--- src/hdl/lfcp_pkg.sv ---
package lfcp_pkg;

  localparam logic [7:0] SYNC_BYTE = 8'hFA;
  localparam int unsigned FRAME_LEN = 22;
  localparam int unsigned SUM_BYTES = 20;
  localparam int unsigned POS_W = 5;
  localparam int unsigned FOLD_SHIFT = 15;
  localparam logic [14:0] FOLD_MASK = 15'h7FFF;
  localparam int unsigned SPEED_FRAC_BITS = 6;

  localparam logic [POS_W-1:0] POS_SPEED_HI = POS_W'(3);
  localparam logic [POS_W-1:0] POS_CHECK_LO = POS_W'(SUM_BYTES);
  localparam logic [POS_W-1:0] POS_LAST = POS_W'(FRAME_LEN - 1);

  typedef logic [POS_W-1:0] pos_t;

  typedef struct packed {
    logic        valid;
    logic [15:0] speed_fixed;
    logic [31:0] valid_frames;
  } result_t;

endpackage

--- src/hdl/lfcp_ifs.sv ---
interface lfcp_in_if;
  logic       valid;
  logic       ready;
  logic [7:0] rx_byte;

  modport source(output valid, output rx_byte, input ready);
  modport sink(input valid, input rx_byte, output ready);
endinterface

interface lfcp_out_if;
  logic        valid;
  logic        ready;
  logic [15:0] speed_fixed;
  logic [31:0] valid_frames;

  modport source(output valid, output speed_fixed, output valid_frames, input ready);
  modport sink(input valid, input speed_fixed, input valid_frames, output ready);
endinterface

--- src/hdl/lfcp_frame.sv ---
module lfcp_frame (
  input  logic              clk,
  input  logic              rst_n,
  input  logic              step,
  input  logic [7:0]        rx_byte,
  output lfcp_pkg::result_t res
);

  lfcp_pkg::pos_t pos_r, pos_nxt;
  logic [31:0] acc_r, acc_nxt;
  logic [7:0]  low_r, low_nxt;
  logic [15:0] speed_r, speed_nxt;
  logic [7:0]  chk_lo_r, chk_lo_nxt;
  logic [31:0] cnt_r, cnt_nxt;

  logic        hunting;
  logic [15:0] word;
  logic [31:0] acc_base;
  logic [17:0] fold_sum;
  logic [14:0] cs;
  logic        match;

  assign hunting  = (pos_r == '0) && (rx_byte != lfcp_pkg::SYNC_BYTE);
  assign word     = {rx_byte, low_r};
  assign acc_base = (pos_r == '0) ? 32'd0 : acc_r;
  assign fold_sum = {3'b000, acc_r[14:0]} + {1'b0, acc_r[31:lfcp_pkg::FOLD_SHIFT]};
  assign cs       = fold_sum[14:0] & lfcp_pkg::FOLD_MASK;
  assign match    = (cs[7:0] == chk_lo_r) && ({1'b0, cs[14:8]} == rx_byte);

  always_comb begin
    pos_nxt    = pos_r;
    acc_nxt    = acc_r;
    low_nxt    = low_r;
    speed_nxt  = speed_r;
    chk_lo_nxt = chk_lo_r;
    cnt_nxt    = cnt_r;
    res.valid        = 1'b0;
    res.speed_fixed  = speed_r;
    res.valid_frames = cnt_r + 32'd1;
    if (step && !hunting) begin
      if (pos_r < lfcp_pkg::POS_CHECK_LO) begin
        if (!pos_r[0]) begin
          low_nxt = rx_byte;
          acc_nxt = acc_base;
        end else begin
          acc_nxt = {acc_base[30:0], 1'b0} + {16'd0, word};
          if (pos_r == lfcp_pkg::POS_SPEED_HI) begin
            speed_nxt = word;
          end
        end
        pos_nxt = pos_r + lfcp_pkg::POS_W'(1);
      end else if (pos_r == lfcp_pkg::POS_CHECK_LO) begin
        chk_lo_nxt = rx_byte;
        pos_nxt    = pos_r + lfcp_pkg::POS_W'(1);
      end else begin
        pos_nxt = '0;
        if (match) begin
          cnt_nxt   = cnt_r + 32'd1;
          res.valid = 1'b1;
        end
      end
    end
  end

  always_ff @(posedge clk) begin
    if (!rst_n) begin
      pos_r    <= '0;
      acc_r    <= '0;
      low_r    <= '0;
      speed_r  <= '0;
      chk_lo_r <= '0;
      cnt_r    <= '0;
    end else begin
      pos_r    <= pos_nxt;
      acc_r    <= acc_nxt;
      low_r    <= low_nxt;
      speed_r  <= speed_nxt;
      chk_lo_r <= chk_lo_nxt;
      cnt_r    <= cnt_nxt;
    end
  end

endmodule

--- src/hdl/lfcp_out_stage.sv ---
module lfcp_out_stage (
  input  logic              clk,
  input  logic              rst_n,
  input  logic              step,
  input  lfcp_pkg::result_t res,
  output logic              free,
  lfcp_out_if.source        out_ch
);

  logic        valid_r, valid_nxt;
  logic [15:0] speed_r;
  logic [31:0] frames_r;

  assign free = !valid_r || out_ch.ready;

  always_comb begin
    valid_nxt = valid_r;
    if (free) begin
      valid_nxt = step && res.valid;
    end
  end

  always_ff @(posedge clk) begin
    if (!rst_n) begin
      valid_r <= 1'b0;
    end else begin
      valid_r <= valid_nxt;
    end
  end

  // load payload only with a new result
  always_ff @(posedge clk) begin
    if (free && step && res.valid) begin
      speed_r  <= res.speed_fixed;
      frames_r <= res.valid_frames;
    end
  end

  assign out_ch.valid        = valid_r;
  assign out_ch.speed_fixed  = speed_r;
  assign out_ch.valid_frames = frames_r;

endmodule

--- src/hdl/lidar_frame_checksum_parser_core.sv ---
// A frame's result reaches out_ch via the input register, then the result register.
// Throughput: 1 byte per cycle while out_ch is not stalled; the input register and
// the result register overlap; the checksum does one shift and add per 16-bit word.
// A valid frame gives one result after its 22nd byte; invalid frames give none.
// Reset is synchronous, active low: parser hunts for sync, checksum and count clear.
module lidar_frame_checksum_parser_core (
  input  logic       clk,
  input  logic       rst_n,
  lfcp_in_if.sink    in_ch,
  lfcp_out_if.source out_ch
);

  logic              in_v_r, in_v_nxt;
  logic [7:0]        in_byte_r;
  logic              out_free;
  logic              step;
  logic              in_fire;
  lfcp_pkg::result_t res;

  assign step        = in_v_r && out_free;
  assign in_ch.ready = !in_v_r || out_free;
  assign in_fire     = in_ch.valid && in_ch.ready;

  always_comb begin
    in_v_nxt = in_v_r;
    if (in_fire) begin
      in_v_nxt = 1'b1;
    end else if (step) begin
      in_v_nxt = 1'b0;
    end
  end

  always_ff @(posedge clk) begin
    if (!rst_n) begin
      in_v_r <= 1'b0;
    end else begin
      in_v_r <= in_v_nxt;
    end
  end

  always_ff @(posedge clk) begin
    if (in_fire) begin
      in_byte_r <= in_ch.rx_byte;
    end
  end

  lfcp_frame u_frame (
    .clk     (clk),
    .rst_n   (rst_n),
    .step    (step),
    .rx_byte (in_byte_r),
    .res     (res)
  );

  lfcp_out_stage u_out (
    .clk    (clk),
    .rst_n  (rst_n),
    .step   (step),
    .res    (res),
    .free   (out_free),
    .out_ch (out_ch)
  );

endmodule

--- src/flat_wrapper.sv ---
// flat-port wrapper written by rule: the top's interface ports become plain ports
module lidar_frame_checksum_parser_core_flat 
  (clk, rst_n, in_ch_valid, in_ch_rx_byte, in_ch_ready, out_ch_valid, out_ch_speed_fixed, out_ch_valid_frames, out_ch_ready);
  lfcp_in_if in_ch_i ();
  lfcp_out_if out_ch_i ();
  input  logic clk;
  input  logic rst_n;
  input wire logic [$bits(in_ch_i.valid)-1:0] in_ch_valid;
  input wire logic [$bits(in_ch_i.rx_byte)-1:0] in_ch_rx_byte;
  output wire logic [$bits(in_ch_i.ready)-1:0] in_ch_ready;
  output wire logic [$bits(out_ch_i.valid)-1:0] out_ch_valid;
  output wire logic [$bits(out_ch_i.speed_fixed)-1:0] out_ch_speed_fixed;
  output wire logic [$bits(out_ch_i.valid_frames)-1:0] out_ch_valid_frames;
  input wire logic [$bits(out_ch_i.ready)-1:0] out_ch_ready;
  assign in_ch_i.valid = in_ch_valid;
  assign in_ch_i.rx_byte = in_ch_rx_byte;
  assign in_ch_ready = in_ch_i.ready;
  assign out_ch_valid = out_ch_i.valid;
  assign out_ch_speed_fixed = out_ch_i.speed_fixed;
  assign out_ch_valid_frames = out_ch_i.valid_frames;
  assign out_ch_i.ready = out_ch_ready;
  lidar_frame_checksum_parser_core u_core (.clk(clk), .rst_n(rst_n), .in_ch(in_ch_i), .out_ch(out_ch_i));
endmodule
--- config.mk ---
export PLATFORM = sky130hd
export DESIGN_NAME = lidar_frame_checksum_parser_core_flat
export DESIGN_NICKNAME = d
export VERILOG_FILES = /design/src/hdl/lfcp_pkg.sv /design/src/hdl/lfcp_ifs.sv /design/src/hdl/lfcp_frame.sv /design/src/hdl/lfcp_out_stage.sv /design/src/hdl/lidar_frame_checksum_parser_core.sv /design/src/flat_wrapper.sv
export SDC_FILE = /design/constraint.sdc
export NUM_CORES = 1
export LEC_CHECK = 0
export ABC_AREA = 1
export BUFFER_PORTS_ARGS = -buffer_cell sky130_fd_sc_hd__buf_2
export CAP_MARGIN = 20
export CORE_UTILIZATION = 30
export CTS_BUF_LIST = sky130_fd_sc_hd__clkbuf_4 sky130_fd_sc_hd__clkbuf_8 sky130_fd_sc_hd__clkbuf_16
export DETAILED_ROUTE_END_ITERATION = 12
export PLACE_DENSITY = 0.57
export SLEW_MARGIN = 5
export SYNTH_ARGS = -nofsm -noshare
export SYNTH_HDL_FRONTEND = slang
export SYNTH_SLANG_ARGS = --single-unit
--- constraint.sdc ---
create_clock -name clk -period 6.95 [get_ports clk]
set_input_delay 0.3475 -clock clk [delete_from_list [all_inputs] [get_ports clk]]
set_output_delay 0.3475 -clock clk [all_outputs]
set_load 0.005 [all_outputs]
==> impl_metrics.ini, run 1 <==
[status]
status = completed

[layout]
syn_to_final_growth_pct = 14.10
multi_input_area_um2 = 4556
antennaDiodeCount = 0
nets = 1385
fillers = 3211
final_area_um2 = 10520
seq_area_um2 = 3704
post_route_cells_drive_above_1_share_pct = 9.393

[sta]
fin_tns_setup_ns = 0
fin_skew_ns = 0.01780
setup-violations-final = 0
slew-limit-headroom_pct = 29.14
tightest_slew_ns = 1.059
rsz0062_at_grt = no
fin_crit_sh_pct = 58.95
drv_slew = 0
fmax_mhz = 244.1
finalCriticalPeriod_ns = 4.097
hold_viol_final = 0

[routing]
drt_iter0_drc = 610
ant_nets = 0
viasPerCell = 4.733
wl_per_cell_um = 13.86
routed_wl_um = 24140
firstDrtPassIters = 5
route.detailed.drc = 0
vias = 8245

[worst_setup_path]
r2r-start = u_core.u_frame.acc_r[0]
cp_num_buf_inv = 2
crit_slowest_cell = nand4_4
cp_max_fo = 50
cp.arrival_ns = 4.22
cpPeakStageDelay_ns = 0.77
path_cells = ha_1, fa_1, nand3_1, nand3_2, a21oi_2, xor2_2, nand4_4, inv_2, buf_12
worst_path_dominant_cell_family = simple AND/OR/NAND/NOR gates
start_kind = flop
crit_required_ns = 7.07
path_class = flop to flop
crit_path_end_kind = flop
critPathLaunch = u_core.u_frame.acc_r[0]

[placed_design]
place_area_um2 = 9856
place_congestion = 0.8909
dp_hpwl_um = 17770
portBuffers = 61

[die]
core_area_um2 = 29950
die_h_um = 177.3
ios = 62
fp.dieW_um = 177.3
rows = 63
die_area_um2 = 31430
start_util_pct = 30.77

[yosys]
synth-edff-count = 56
syn_inst = 1290
ys.flop_type = dfxtp_1
ys_ff_latch = 157
syn-cell-area_um2 = 9216
synth_nets = 1336
synth-async-reset-ratio_pct = 0
avgSynthCellArea_um2 = 7.144
ys_seq_area_share_pct = 40.18
ys_warn_count = 0
yosysUniqueCellTypes = 44

[run]
cap_viol_max_count = 0

[power]
ir_drop_mv = 0.1245
p_leak_nw = 4.529
power.density_nw_per_um2 = 185.8

[global_route]
top_usage_layer = met2
grt_overflow_total = 0
met3_usage_pct = 2.513
grt_max_degree = 69
grt_pass1_vias = 7836
gr-usage-met2_pct = 26.14
grt_usage_pct = 15.94
grt_pass1_wl_um = 39320
grt_use_met1_pct = 20.81
antenna_found_initial = 0

[clock_tree]
postCtsSetupBuffers = 0
cts_hold_buf = 0
cts_buffer_depth = 2
cts.sinks = 157
cts_resized = 0
cts_tree = built
cts-root-buf = clkbuf_16
cts-buffers-inserted = 17
cts.clk_slew.worst_paths_ns = 0.07
htree_levels = 4
clk_latency_ns = 0.44

[min_path]
hp-start = in_ch_rx_byte[6]
hp-class = primary input to flop
-- where the power goes --
part           total [mW]  internal, mW  leakage (nW)  switching, mW
clock network       0.943         0.538         0.294          0.405
registers           0.959         0.949          1.34        0.00984
logic              0.0517        0.0166          2.90         0.0351
-- layout by cell type (no fill, tap or decap), types with 5 or more instances in the layout --
| master | instances |
|---|---|
| nand2_1 | 305 |
| inv_1 | 194 |
| nor2_1 | 152 |
| a21oi_1 | 110 |
| dfxtp_1 | 101 |
| nand3_1 | 70 |
| buf_2 | 61 |
| edfxtp_1 | 56 |
| o21ai_0 | 53 |
| xor2_1 | 46 |
| ha_1 | 32 |
| nand4_1 | 31 |
| nor3_1 | 19 |
| clkbuf_16 | 18 |
| xnor2_1 | 9 |
| inv_2 | 9 |
| o21ai_1 | 8 |
| nand3b_1 | 7 |
| nor4_1 | 6 |
| o211ai_1 | 5 |
| buf_4 | 5 |
-- metal layers --
metal / share of wire [%] / vias up / wire length, µm
li1: - / 4249 / -
met1: 48 / 3778 / 11590
met2: 46 / 186 / 11080
met3: 3.8 / 32 / 922
met4: 2.3 / 0 / 549
met5: 0 / - / 0
-- final timing paths --
kind                                              end  slack (ns)  depth (start not counted)
hold / removal                    u_core.in_byte_r[6]        0.08                          1
setup / recovery   u_core.u_out.out_ch.speed_fixed[8]        2.85                          9
setup reg to reg   u_core.u_out.out_ch.speed_fixed[8]        2.85                          9
hold reg to reg   u_core.u_out.out_ch.speed_fixed[15]        0.42                          0
-- logic make-up (layout without fill, tap and decap cells) --
| group | Yosys count | after routing | share of synthesized area [%] |
|---|---|---|---|
| adders and majority gates | 34 | 34 | 4.779 |
| xor gates and xnor gates | 57 | 57 | 5.580 |
| and+or+nand+nor | 608 | 608 | 28.13 |
| AOI/OAI and AO/OA | 191 | 191 | 10.94 |
| buffers and inverters | 243 | 305 | 10.39 |
| DFF | 157 | 157 | 40.18 |
-- Yosys cell counts (4+ instances only) --
master / n / area (µm²)
buf_6: 4 / 45.04
nor3_1: 19 / 95.09
edfxtp_1: 56 / 1682
ha_1: 32 / 400.4
nand2_1: 305 / 1145
clkbuf_1: 22 / 82.58
o21ai_1: 8 / 40.04
xor2_1: 46 / 402.9
or2_2: 4 / 25.02
o211ai_1: 5 / 37.54
nand3_1: 70 / 350.3
nor2_1: 152 / 570.6
a21oi_1: 110 / 550.5
dfxtp_1: 101 / 2022
xnor2_1: 9 / 78.83
nand4_1: 31 / 193.9
buf_2: 9 / 45.04
nand3b_1: 7 / 52.55
inv_2: 8 / 30.03
o21ai_0: 53 / 265.3
inv_1: 195 / 732.0
nor4_1: 6 / 37.54
-- layout make-up --
cell class	count	area share (%)
Multi-Input combinational cell	890	43.32
Inverter	204	7.281
Clock buffer	20	4.485
Tap cell	390	4.640
Sequential cell	157	35.22
Clock inverter	12	1.202
Timing Repair Buffer	69	3.855
-- stage by stage --
step	utilization, %	hold slack, ns	instances	setup slack, ns	power [mW]
final	35.11	0.08479	1742	2.853	1.954
after global routing	35.11	0.06687	1742	2.531	2.017
after CTS	34.90	0.06132	1739	2.446	1.976
after detailed placement	32.90	0.4158	1707	2.451	1.029
after global placement	32.90	0.4113	1707	2.580	1.029
after floorplan	-	0.4082	1290	3.466	1.009
-- state kept, by name, indices dropped and copies added (netlist names) --
| register | flops |
|---|---|
| u_core.u_frame.cnt_r | 32 |
| u_core.u_out.out_ch.valid_frames | 32 |
| u_core.u_frame.acc_r | 30 |
| u_core.u_frame.speed_r | 16 |
| u_core.u_out.out_ch.speed_fixed | 16 |
| u_core.in_byte_r | 8 |
| u_core.u_frame.chk_lo_r | 8 |
| u_core.u_frame.low_r | 8 |
| u_core.u_frame.pos_r | 5 |
| u_core.in_v_r | 1 |
| u_core.u_out.out_ch.valid | 1 |
Note: power is estimated with default switching activity, not from simulation.
==> inputs of run 2 (changes only) <==
- PLACE_DENSITY: 0.57 -> 0.59
- clock period: 6.95 -> 3.7 ns (I/O delays scaled with it)
==> run 2 against run 1 <==
Compared with the run above: clock-buffer cell count fell by 3; die area did not move; setup slack got worse by 2.4 ns; routed wire length fell by 0.14%; final cell count rose by 1.1%; combinational power rose by 140%; final area rose by 1.0%; global-route usage barely moved; clock skew barely moved; maximum frequency rose by 24%; sequential power rose by 87%; critical endpoint is now u_core.u_frame.acc_r[18].
==> impl_metrics.ini, run 2 (synthesis gave the netlist of run 1 again) <==
[die]
fp.dieW_um = 177.3
ios = 62
rows = 63
die_h_um = 177.3
start_util_pct = 30.77
core_area_um2 = 29950
die_area_um2 = 31430

[global_route]
top_usage_layer = met2
grt_use_met1_pct = 20.32
grt_usage_pct = 15.89
grt_max_degree = 52
grt_overflow_total = 0
gr-usage-met2_pct = 26.40
antenna_found_initial = 0
grt_pass1_wl_um = 39410
met3_usage_pct = 2.942
grt_pass1_vias = 8016

[clock_tree]
cts_resized = 0
cts.sinks = 157
cts_tree = built
cts-buffers-inserted = 17
cts-root-buf = clkbuf_16
cts_buffer_depth = 2
cts.clk_slew.worst_paths_ns = 0.08
clk_latency_ns = 0.44
htree_levels = 4

[layout]
mostFrequentLayoutCells = nand2_1, inv_1, nor2_1
post_route_cells_drive_above_1_share_pct = 9.993
fillers = 3209
multi_input_area_um2 = 4556
seq_area_um2 = 3704
final_common_cell = nand2_1
final_area_um2 = 10620
syn_to_final_growth_pct = 15.25
final_cells = 1761
antennaDiodeCount = 0
nets = 1405

[sta]
tightest_slew_ns = 1.075
slew-limit-headroom_pct = 28.36
drv_slew = 0
whs_ns = 0.03812
rsz0062_at_grt = no
hold_viol_final = 0
fin_crit_sh_pct = 89.02
fmax_mhz = 303.6
finalWorstSetupSlack_ns = 0.4063
fin_skew_ns = 0.01828
fin_tns_setup_ns = 0
setup-violations-final = 0
finalCriticalPeriod_ns = 3.294

[placed_design]
place_area_um2 = 9981
dp_slack_ns = 0.4845
placedCellCount = 1722
portBuffers = 61
dp_hpwl_um = 17720
place_congestion = 0.9089

[power]
p_leak_nw = 4.592
power.density_nw_per_um2 = 340.5
p_seq_share_pct = 49.5
netSwitchingFraction_pct = 23.70
power.clock.fraction_pct = 47.2
power_switching_uw = 857.0
comb_power_share_pct = 3.4
ir_drop_mv = 0.2676
intPower_mw = 2.760

[worst_setup_path]
path_cells = inv_1, ha_1, nand2_1, nor2_1, buf_4, nor2_1, ha_1, a21oi_1, o21ai_0, a21oi_1, nand2_1, nand2_1, o21ai_1, a21oi_1, o21ai_0, nand2_1, a21oi_1
crit_required_ns = 4.02
cp_num_buf_inv = 2
worst_path_dominant_cell_family = compound AO/OA/AOI/OAI gates
worst-path-stages = 17
crit_slowest_cell = nor2_1
start_kind = flop
reg2reg_depth = 17
crit_path_end_kind = flop
path_class = flop to flop
r2r-start = u_core.u_frame.pos_r[1]
setup.worst_path.end = u_core.u_frame.acc_r[18]
cpPeakStageDelay_ns = 0.36
r2r_setup_slack_ns = 0.41
timing.rr.end = u_core.u_frame.acc_r[18]
critPathLaunch = u_core.u_frame.pos_r[1]
cp.arrival_ns = 3.61
cp_max_fo = 16

[routing]
firstDrtPassIters = 5
route.detailed.drc = 0
wl_per_cell_um = 13.69
ant_nets = 0
routed_wl_um = 24110
vias = 8389
drt_iter0_drc = 622
viasPerCell = 4.764

[run]
cap_viol_max_count = 0

[status]
status = completed

[min_path]
hp-class = primary input to flop
run 2: metal layers:
layer / vias up / share of wire (%)
met5: - / 0
met4: 0 / 2.3
met3: 34 / 4.1
met2: 167 / 46
met1: 3891 / 48
li1: 4297 / -
run 2: timing repair:
item,4_1_cts,5_1_grt
buffers inserted,0,0
hold endpoints to repair,8,0
hold buffers,8,0
run 2: per-stage QoR:
step	util, %	total power [mW]
2_1_floorplan	-	1.895
3_3_place_gp	33.32	1.941
3_5_place_dp	33.32	1.942
4_1_cts	35.46	3.649
5_1_grt	35.46	3.727
6_report	35.46	3.617
run 2: cell type report:
cell class                 count  share of cell area [%]
multi-input combinational    890                   42.89
tap                          390                   4.594
clock inverter                14                   1.272
sequential                   157                   34.87
timing repair buffer          89                   5.160
inverter                     204                   7.209
clock buffer                  17                   4.005
run 2: worst min-delay path: stages:
cell     delay [ns]
buf_2          0.10
nand2_1        0.08
a21oi_1        0.06
run 2: worst min-delay path by stage:
stage / startpoint / endpoint / slack [ns] / cells after the start
global route: in_ch_valid / u_core.in_v_r / 0.04 / 3
finish: in_ch_valid / u_core.in_v_r / 0.04 / 3
floorplan: in_ch_rx_byte[0] / u_core.in_byte_r[0] / 0.28 / 0
detailed placement: in_ch_rx_byte[4] / u_core.in_byte_r[4] / 0.37 / 1
global placement: in_ch_rx_byte[2] / u_core.in_byte_r[2] / 0.36 / 1
CTS: in_ch_valid / u_core.in_v_r / 0.02 / 3
run 2: power by group through the flow:
stage	logic (mW)	clock network (mW)	registers, mW
finish	0.122	1.71	1.79
global route	0.134	1.80	1.79
CTS	0.121	1.74	1.79
detailed placement	0.114	0	1.83
global placement	0.113	0	1.83
floorplan	0.0675	0	1.83
